==> config.mk <==
export PLATFORM = sky130hd
export DESIGN_NAME = lpbr_divider
export DESIGN_NICKNAME = d
export VERILOG_FILES = /design/src/design/lpbr_pkg.sv /design/src/design/lpbr_divider.sv
export SDC_FILE = /design/constraint.sdc
export NUM_CORES = 1
export LEC_CHECK = 0
export BUFFER_PORTS_ARGS = -buffer_cell sky130_fd_sc_hd__buf_2
export CORE_MARGIN = 3
export CORE_UTILIZATION = 49
export DETAILED_ROUTE_END_ITERATION = 10
export PLACE_DENSITY = 0.75
export SLEW_MARGIN = 20
export SYNTH_ARGS = -nofsm -noshare
export SYNTH_HDL_FRONTEND = slang
export SYNTH_SLANG_ARGS = --single-unit
==> constraint.sdc <==
create_clock -name clock -period 2.82 [get_ports clock]
set_input_delay 0.846 -clock clock [delete_from_list [all_inputs] [get_ports clock]]
set_output_delay 0.846 -clock clock [all_outputs]
set_load 0.005 [all_outputs]
==> src/design/lpbr_pkg.sv <==
// Shared types, constants and state codes for the lidar polar bin reducer.
// Used by the divider, the core and the checkers; depends on nothing.
package lpbr_pkg;

   localparam int NUM_BINS    = 360;
   localparam int SEARCH_SPAN = 180;
   localparam int BIN_W       = 9;
   localparam int DIST_W      = 16;
   localparam int STEP_W      = 8;
   localparam int WORD_W      = DIST_W + 1;

   // Angle reduction: bias makes the angle positive, then a reciprocal multiply.
   localparam int ANG_W       = 17;
   localparam int MOD_BIAS    = 33120;
   localparam int RECIP       = 11651;
   localparam int RECIP_W     = 14;
   localparam int RECIP_SHIFT = 22;
   localparam int PROD_W      = ANG_W + RECIP_W;

   // Interpolation divider widths.
   localparam int DIV_NUM_W = 25;
   localparam int DIV_DEN_W = 9;
   localparam int DIV_CNT_W = 5;

   typedef enum logic [1:0] {
      KIND_ADD    = 2'd0,
      KIND_FINISH = 2'd1,
      KIND_READ   = 2'd2,
      KIND_CLEAR  = 2'd3
   } kind_type;

   typedef enum logic [1:0] {
      CSR_MODE     = 2'd0,
      CSR_MIN_QUAL = 2'd1,
      CSR_RANGE    = 2'd2,
      CSR_FILL     = 2'd3
   } csr_index_type;

   typedef enum logic [1:0] {
      RED_MAX    = 2'd0,
      RED_MIN    = 2'd1,
      RED_MEDIAN = 2'd2,
      RED_SPARE  = 2'd3
   } reducer_type;

   typedef enum logic [4:0] {
      ST_CLEAR, ST_IDLE, ST_ADD_MUL, ST_ADD_MOD, ST_ADD_RD, ST_ADD_UPD,
      ST_RD_ISSUE, ST_RD_OUT, ST_FIL_RD, ST_FIL_CHK, ST_SL_RD, ST_SL_CHK,
      ST_SR_RD, ST_SR_CHK, ST_FIL_RES, ST_MUL1, ST_MUL2, ST_DIV_GO,
      ST_DIV_WAIT, ST_FIL_NEXT
   } state_type;

   typedef struct packed {
      kind_type              kind;
      logic [DIST_W-1:0]     point_dist;
      logic signed [15:0]    azimuth;
      logic [15:0]           quality;
      logic [BIN_W-1:0]      read_index;
   } req_type;

   typedef struct packed {
      logic [BIN_W-1:0]  bin_index;
      logic [DIST_W-1:0] bin_value;
   } rsp_type;

   typedef struct packed {
      logic                 start;
      logic [DIV_NUM_W-1:0] dividend;
      logic [DIV_DEN_W-1:0] divisor;
   } div_req_type;

   typedef struct packed {
      logic                 done;
      logic [DIV_NUM_W-1:0] quotient;
   } div_rsp_type;

endpackage

==> src/design/lpbr_divider.sv <==
// Iterative restoring divider, one quotient bit per cycle.
// Depends on lpbr_pkg for widths and the request and response structs.
module lpbr_divider (
   input  logic                 clock,
   input  logic                 reset,
   input  lpbr_pkg::div_req_type div_req,
   output lpbr_pkg::div_rsp_type div_rsp
);

   logic                           active_ff, active_in;
   logic [lpbr_pkg::DIV_CNT_W-1:0] count_ff, count_in;
   logic [lpbr_pkg::DIV_NUM_W-1:0] quo_ff, quo_in;
   logic [lpbr_pkg::DIV_DEN_W-1:0] rem_ff, rem_in;
   logic [lpbr_pkg::DIV_DEN_W-1:0] den_ff, den_in;
   logic [lpbr_pkg::DIV_DEN_W:0]   trial;
   logic                           ge;

   // One shift-and-subtract step per cycle.
   always_comb begin
      trial     = {rem_ff, quo_ff[lpbr_pkg::DIV_NUM_W-1]};
      ge        = trial >= {1'b0, den_ff};
      active_in = active_ff;
      count_in  = count_ff;
      quo_in    = quo_ff;
      rem_in    = rem_ff;
      den_in    = den_ff;
      if (div_req.start) begin
         active_in = 1'b1;
         count_in  = lpbr_pkg::DIV_CNT_W'(lpbr_pkg::DIV_NUM_W);
         quo_in    = div_req.dividend;
         rem_in    = '0;
         den_in    = div_req.divisor;
      end else if (active_ff) begin
         if (count_ff == '0) begin
            active_in = 1'b0;
         end else begin
            count_in = count_ff - 1'b1;
            quo_in   = {quo_ff[lpbr_pkg::DIV_NUM_W-2:0], ge};
            rem_in   = ge ? lpbr_pkg::DIV_DEN_W'(trial - {1'b0, den_ff})
                          : lpbr_pkg::DIV_DEN_W'(trial);
         end
      end
   end

   always_ff @(posedge clock) begin
      if (reset) begin
         active_ff <= 1'b0;
         count_ff  <= '0;
      end else begin
         active_ff <= active_in;
         count_ff  <= count_in;
      end
      quo_ff <= quo_in;
      rem_ff <= rem_in;
      den_ff <= den_in;
   end

   // The quotient is complete once every step has run.
   assign div_rsp.done     = active_ff && (count_ff == '0);
   assign div_rsp.quotient = quo_ff;

endmodule

### Yosys cells after proc, flatten, opt, wreduce, memory -nomap -nowiden

Index checks and enable logic that the tools add are counted.

* add/subtract/negate cells: 2
* order comparisons: 1
* equal/unequal tests: 1
* mux-type cells: 10
* bitwise gates (word level): 1
* reductions and logical operators: 6

Operators with widths (number)
* two-way mux 25 bit: 3
* two-way mux 5 bit: 3
* >= comparator 10 x 9 -> 1 bit: 1
* two-way mux 9 bit: 1
* subtractor 9 bit: 1
* zero test 5 bit: 1
* subtractor 5 x 1 -> 5 bit (second input constant): 1
* AND reduction 2 bit: 2
* two-way mux 1 bit: 3
* inequality test 2 bit (second input constant): 1
* nonzero test 2 bit: 1
* OR reduction 2 bit: 1
* logical AND 1 bit: 1
* NOT 1 bit: 1

* flip-flop bits (word level): 49
* input port bits: 37
* output and inout port bits: 26
* word-level logic and storage cells: 27

### Depth between registers and ports, before layout

Gate-level depths: netlist of the first run.

* word-level depth: 4
* depth in mapped cells: 10

### Worst setup path after synthesis of the first run

No wires, ideal clock.

* path type: register -> register
* start point: register quo_ff[24] in the netlist's numbering
* end point: register rem_ff[8] in the netlist's numbering
* library setup time: 0.122 ns
* arrival: 2.175 ns
* required time: 2.698 ns
* setup slack: 0.523 ns
* cell stages (with the launch flop): 10
* buffers on the path: 0
* clock period less this slack: 2.297 ns
* cells stage by stage: edfxtp_1 > inv_1 > ha_1 > inv_1 > fa_1 > a21o_1 > a221oi_4 > mux2i_1 > a2111oi_2 > a311o_1

* cells in the longest elaborated chain, start to end: 2
* elaborated cells between the ends (all ways): 3

Ends and longest elaborated chain
* start: declaration: line lpbr_divider.sv:12 `logic [lpbr_pkg::DIV_NUM_W-1:0] quo_ff, quo_in;`
* start signal: assignment: line lpbr_divider.sv:53 `quo_ff <= quo_in;`
* subtractor 9 bit / >= comparator 10 x 9 -> 1 bit (equally long branches): line lpbr_divider.sv:39, lpbr_divider.sv:21
* two-way mux 9 bit *: line lpbr_divider.sv:39 `rem_in = ge ? lpbr_pkg::DIV_DEN_W'(trial - {1'b0, den_ff})`
* end signal: assignment: line lpbr_divider.sv:54 `rem_ff <= rem_in;`
* end: declaration: line lpbr_divider.sv:13 `logic [lpbr_pkg::DIV_DEN_W-1:0] rem_ff, rem_in;`

Every way passes the cells marked *; elsewhere a longest branch is shown, timed or not.
A chain may end at the register's enable or synchronous reset.

### Final worst setup path of the first run

Same ends and word-level chain as after synthesis.

==> results of run 1 <==
==> cell usage in the layout, fill, tap and decap left out, types with 3 or more instances in the layout <==
cell type / n
nand2_1: 5
a21oi_1: 18
mux2_2: 25
buf_4: 5
nand2b_1: 3
clkbuf_8: 5
nand3_1: 7
a21o_1: 3
nor2_1: 7
buf_2: 62
xnor2_1: 5
ha_1: 10
inv_1: 14
o21ai_0: 7
dfxtp_1: 15
edfxtp_1: 34
mux2i_1: 8
==> worst max-delay path: cells and delay by family (launching register included) <==
family | cells | cell delay (ps)
AOI/OAI and AO/OA | 4 | 930
adders and majority gates | 2 | 560
buffers and inverters | 2 | 140
DFF | 1 | 410
muxes | 1 | 250
==> power groups by stage <==
| stage | clock [mW] | sequential, mW | combinational, mW |
|---|---|---|---|
| 2_1_floorplan | 0 | 0.909 | 0.286 |
| 3_3_place_gp | 0 | 0.909 | 0.405 |
| 3_5_place_dp | 0 | 0.909 | 0.410 |
| 4_1_cts | 0.448 | 0.896 | 0.412 |
| 5_1_grt | 0.477 | 0.906 | 0.460 |
| 6_report | 0.432 | 0.895 | 0.408 |
==> layer usage <==
layer | global-route usage, % | vias up | wire length, um
met1 | 20.6 | 813 | 2080
met5 | 0 | - | 0
met2 | 29.2 | 32 | 2320
met3 | 4.23 | 5 | 212
li1 | - | 884 | -
met4 | 6.23 | 0 | 50
==> kinds of logic (layout without fill, tap and decap cells) <==
group                    Yosys count  in the layout  share of synthesized area [%]
multiplexers                      33             33                           14.6
AND/OR/NAND/NOR                   35             35                           7.70
buffers and inverters             21             89                           3.45
AO/OA/AOI/OAI                     43             43                           12.3
flip-flops                        49             49                           53.5
adder cells (fa/ha/maj)           11             11                           5.88
XOR/XNOR                           7              7                           2.48
==> final timing paths <==
kind	to	from	slack, ps
max reg2reg	rem_ff[8]	quo_ff[24]	430
min reg2reg	rem_ff[8]	rem_ff[8]	510
max	rem_ff[8]	quo_ff[24]	430
min	rem_ff[8]	rem_ff[8]	510
==> through the flow <==
stage	power [mW]	cells	hold slack (ps)
finish	1.74	334	509
global route	1.84	334	555
CTS	1.76	334	516
detailed placement	1.32	326	493
global placement	1.31	326	482
floorplan	1.19	199	464
==> state kept, by name, summed over array words and instances (netlist names) <==
| signal | count |
|---|---|
| active_ff | 1 |
| count_ff | 5 |
| den_ff | 9 |
| quo_ff | 25 |
| rem_ff | 9 |
==> area by class of cell <==
type	count	area share, %
clock inverters	3	0.887
clock buffers	5	2.32
repair buffers	67	11.7
inverters	14	1.77
well taps	67	2.83
flip-flops and latches	49	44.6
multi-input cells	129	35.9
==> results.json, run 1 <==
{
  "p_int_mw": 1.24,
  "nets": 314,
  "synth_seq_cells": 49,
  "yosys_warnings": 0,
  "ctsResizeCount": 0,
  "multi_input_area_sq_mm": 0.00106,
  "root_buffer": "clkbuf_8",
  "grt_util_all_layers_pct": 17.0,
  "p_leak_nw": 1.28,
  "fmax_mhz": 418,
  "fin_area_sq_mm": 0.00296,
  "worst_setup_path_end_kind": "flip-flop",
  "ant_nets": 0,
  "ys_seq_area_share_pct": 53.5,
  "combPwrFrac_pct": 23.5,
  "slew_headroom_pct": 67.3,
  "nFillCells": 406,
  "grt_setup_unrepaired": "no",
  "die_height_um": 77.0,
  "p_per_area_mw_per_mm2": 586,
  "clk-insertion-delay-late_ps": 310,
  "clock-sinks": 49,
  "cp_cell_sequence": "inv_1, ha_1, inv_1, fa_1, a21o_1, a221oi_4, mux2i_1, a2111oi_2, a311o_1",
  "cap_violations": 0,
  "numCtsBuffers": 5,
  "drt_wl_total_um": 4660,
  "crit_slowest_cell": "edfxtp_1",
  "portBuffers": 62,
  "syn_area_per_cell_sq_um": 12.4,
  "grt_pass1_wl_um": 8080,
  "synth_most_common_cell": "edfxtp_1",
  "finClkSkew_ps": 6.30,
  "synth_top_cell_by_area": "edfxtp_1",
  "hpwlAfterDp_um": 3340,
  "synth-edff-count": 34,
  "area_delta_synth_final_pct": 20.0,
  "yosys-top-cells-count": "edfxtp_1, mux2_2, a21oi_1",
  "dieWidth_um": 77.0,
  "first_pass_iters": 4,
  "synth-async-reset-ratio_pct": 0,
  "synthFlopType": "edfxtp_1",
  "cp-start-kind": "flip-flop",
  "grt_max_degree": 39,
  "seqPwrFrac_pct": 51.6,
  "row_count": 25,
  "synth_top_area_share_pct": 41.4,
  "cpMostUsedCell": "inv_1",
  "hp-class": "reg2reg",
  "htree_levels": 2,
  "utilization_pct": 61.9,
  "core_area_sq_mm": 0.00479,
  "period_share_pct": 84.8,
  "r2r_cells": 9,
  "setup_violations": 0,
  "crit_arrival_ps": 2590,
  "viasPerCell": 5.19,
  "antenna_found_initial": 0,
  "placed_cell_area_sq_mm": 0.00287,
  "yosysUniqueCellTypes": 44,
  "swShare_pct": 28.6,
  "timing.final.ws_setup_ps": 428,
  "start_util_pct": 51.6,
  "netlist_instances": 199,
  "holdPathStages": 1,
  "clk_pin_slew_ps": 100,
  "setup_tns_ps": 0,
  "yosys-top-cells-area": "edfxtp_1, dfxtp_1, mux2_2",
  "via_count": 1734,
  "drcViolationCount": 0,
  "synth_nets": 247,
  "clkPwrFrac_pct": 24.9,
  "dpl_worst_slack_ps": 428,
  "period_needed_ps": 2390,
  "cts_setup_buffers": 0,
  "cp.required_ps": 3020,
  "peakVddDrop_uv": 319,
  "wl_per_cell_um": 13.9,
  "die_area_sq_mm": 0.00593,
  "crit_fanout": 3,
  "grt_pass1_vias": 1802,
  "tightest_slew_ps": 491,
  "critical_path_class": "reg2reg",
  "gp_congestion": 0.772,
  "cts_tree": "done",
  "grt_overflow": 0,
  "ios": 63,
  "cp_slowest_stage_delay_ps": 410,
  "status": "completed",
  "cts_buffer_depth": 2,
  "seq_area_sq_mm": 0.00132,
  "switching_power_uw": 497,
  "drive_gt1_share_pct": 40.1,
  "cts_hold_buf": 0,
  "hold_viol": 0,
  "slew_viol_final": 0,
  "netlist_area_sq_mm": 0.00247,
  "drt-initial-drc-count": 80,
  "antenna_cells": 0
}
Power figures use the tool's default switching activity.
==> run 2, diff against run 1 <==
clock period = 2.5 ns   (was 2.82 ns; I/O delays follow)
==> run 2 against run 1 <==
  * Sequential share of layout area decreased by 0.89 points
  * Non-clock buffer count increased by 2
  * Clock skew about the same
  * Worst hold slack improved by 12 ps
  * Critical path type unchanged
  * Critical endpoint unchanged
==> results.json, run 2 (same netlist as run 1, synthesis figures left out) <==
{
  "status": "completed",
  "area_delta_synth_final_pct": 22.5,
  "ios": 63,
  "htree_levels": 2,
  "period_needed_ps": 2320,
  "grt_util_all_layers_pct": 17.2,
  "clkPwrFrac_pct": 31.4,
  "setup_tns_ps": 0,
  "portBuffers": 62,
  "cp.required_ps": 2700,
  "cts_hold_buf": 0,
  "grt_max_degree": 27,
  "grt_overflow": 0,
  "worst_setup_path_end_kind": "flip-flop",
  "setup_violations": 0,
  "cap_violations": 0,
  "crit_fanout": 3,
  "root_buffer": "clkbuf_8",
  "critical_path_class": "reg2reg",
  "tightest_slew_ps": 646,
  "drt_wl_total_um": 4870,
  "worstReg2RegEnd": "rem_ff[8]",
  "antenna_found_initial": 0,
  "cts_tree": "done",
  "layout.cells.most_common_list": "buf_2, edfxtp_1, mux2_2, a21oi_1, dfxtp_1",
  "start_util_pct": 51.6,
  "p_per_area_mw_per_mm2": 715,
  "final_common_cell": "buf_2",
  "cp-start-kind": "flip-flop",
  "row_count": 25,
  "crit_arrival_ps": 2520,
  "peakVddDrop_uv": 451,
  "drcViolationCount": 0,
  "dieWidth_um": 77.0,
  "drive_gt1_share_pct": 40.9,
  "cts_buffer_depth": 2,
  "p_leak_nw": 1.31,
  "via_count": 1756,
  "r2r_start": "quo_ff[24]",
  "seqPwrFrac_pct": 46.8,
  "clk_pin_slew_ps": 90,
  "hold_viol": 0,
  "period_share_pct": 92.9,
  "hp-class": "reg2reg",
  "endpoint": "rem_ff[8]",
  "swShare_pct": 25.8,
  "drt-initial-drc-count": 49,
  "antenna_cells": 0,
  "die_height_um": 77.0,
  "first_pass_iters": 5,
  "clk-insertion-delay-late_ps": 310,
  "clock-sinks": 49,
  "slew_viol_final": 0,
  "wl_per_cell_um": 14.5,
  "largestRegisters": "quo_ff (25), den_ff (9), rem_ff (9)",
  "finClkSkew_ps": 6.23,
  "gp_congestion": 0.786,
  "slew_headroom_pct": 56.9,
  "core_area_sq_mm": 0.00479,
  "numCtsBuffers": 5,
  "grt_pass1_vias": 1770,
  "switching_power_uw": 558,
  "top_register": "quo_ff",
  "hpwlAfterDp_um": 3630,
  "fmax_mhz": 431,
  "grt_pass1_wl_um": 8060,
  "ant_nets": 0,
  "utilization_pct": 63.2,
  "reg2reg_slack_ps": 180,
  "largest_register_ffs": 25,
  "die_area_sq_mm": 0.00593,
  "r2r_cells": 9,
  "critPathLaunch": "quo_ff[24]",
  "nets": 316,
  "p_int_mw": 1.60,
  "viasPerCell": 5.23,
  "combPwrFrac_pct": 21.8,
  "grt_setup_unrepaired": "no"
}
## run 2: cell count changes in the layout (fill, tap and decap cells not counted), sizes merged
cell	delta
buf	+2
bufinv	+2
clkinvlp	-2
## run 2: power groups by stage
stage	Sequential, mW	Clock (mW)	Combinational, mW
final	1.01	0.679	0.471
after global routing	1.02	0.728	0.525
after CTS	1.01	0.691	0.470
after detailed placement	1.03	0	0.468
after global placement	1.02	0	0.459
after floorplan	1.03	0	0.322
## run 2: final cells by class
cell class                      count  area, sq um
Clock buffer                        5         68.8
Inverter                           14         52.6
Clock inverter                      3         68.8
Multi-Input combinational cell    129         1060
Tap cell                           67         83.8
Timing Repair Buffer               69          363
Fill cell                         389         1760
Sequential cell                    49         1320
## run 2: repair_timing
| action | in CTS | in global routing |
|---|---|---|
| endpoints found under the setup margin | 0 | 1 |
| resized for setup | 0 | 1 |
| buffers inserted | 0 | 1 |
## run 2: critical path, cell delays in order, from the launching register on
cell,delay [ps]
edfxtp_1,390
inv_1,90
ha_1,160
inv_1,60
fa_2,360
a21o_1,210
a221oi_4,280
mux2i_1,250
a2111oi_2,90
a311o_1,330
## run 2: worst min-delay path by stage
| stage | startpoint | end | slack (ps) | cells after the start |
|---|---|---|---|---|
| detailed placement | rem_ff[8] | rem_ff[8] | 500 | 1 |
| CTS | rem_ff[6] | rem_ff[7] | 510 | 2 |
| floorplan | rem_ff[6] | rem_ff[7] | 460 | 2 |
| finish | rem_ff[8] | rem_ff[8] | 520 | 1 |
| global placement | rem_ff[8] | rem_ff[8] | 480 | 1 |
| global route | rem_ff[6] | rem_ff[7] | 530 | 2 |
## run 2: through the flow
step	instances	cell area, sq um	power (mW)	hold WS [ps]	setup slack [ps]
4_1_cts	335	3010	2.17	514	71.3
3_3_place_gp	327	2880	1.48	484	178
3_5_place_dp	327	2880	1.49	498	99.5
6_report	336	3020	2.16	521	179
2_1_floorplan	199	2470	1.35	464	203
5_1_grt	336	3020	2.28	531	17.4
## run 2: per-layer routing
metal	part of all wire, %	wire (um)	track usage (%)	up-vias
li1	-	-	-	885
met1	43	2120	20.9	818
met2	50	2420	28.8	46
met3	5.7	277	5.40	7
met4	1.0	51	5.87	0
met5	0	0	0	-
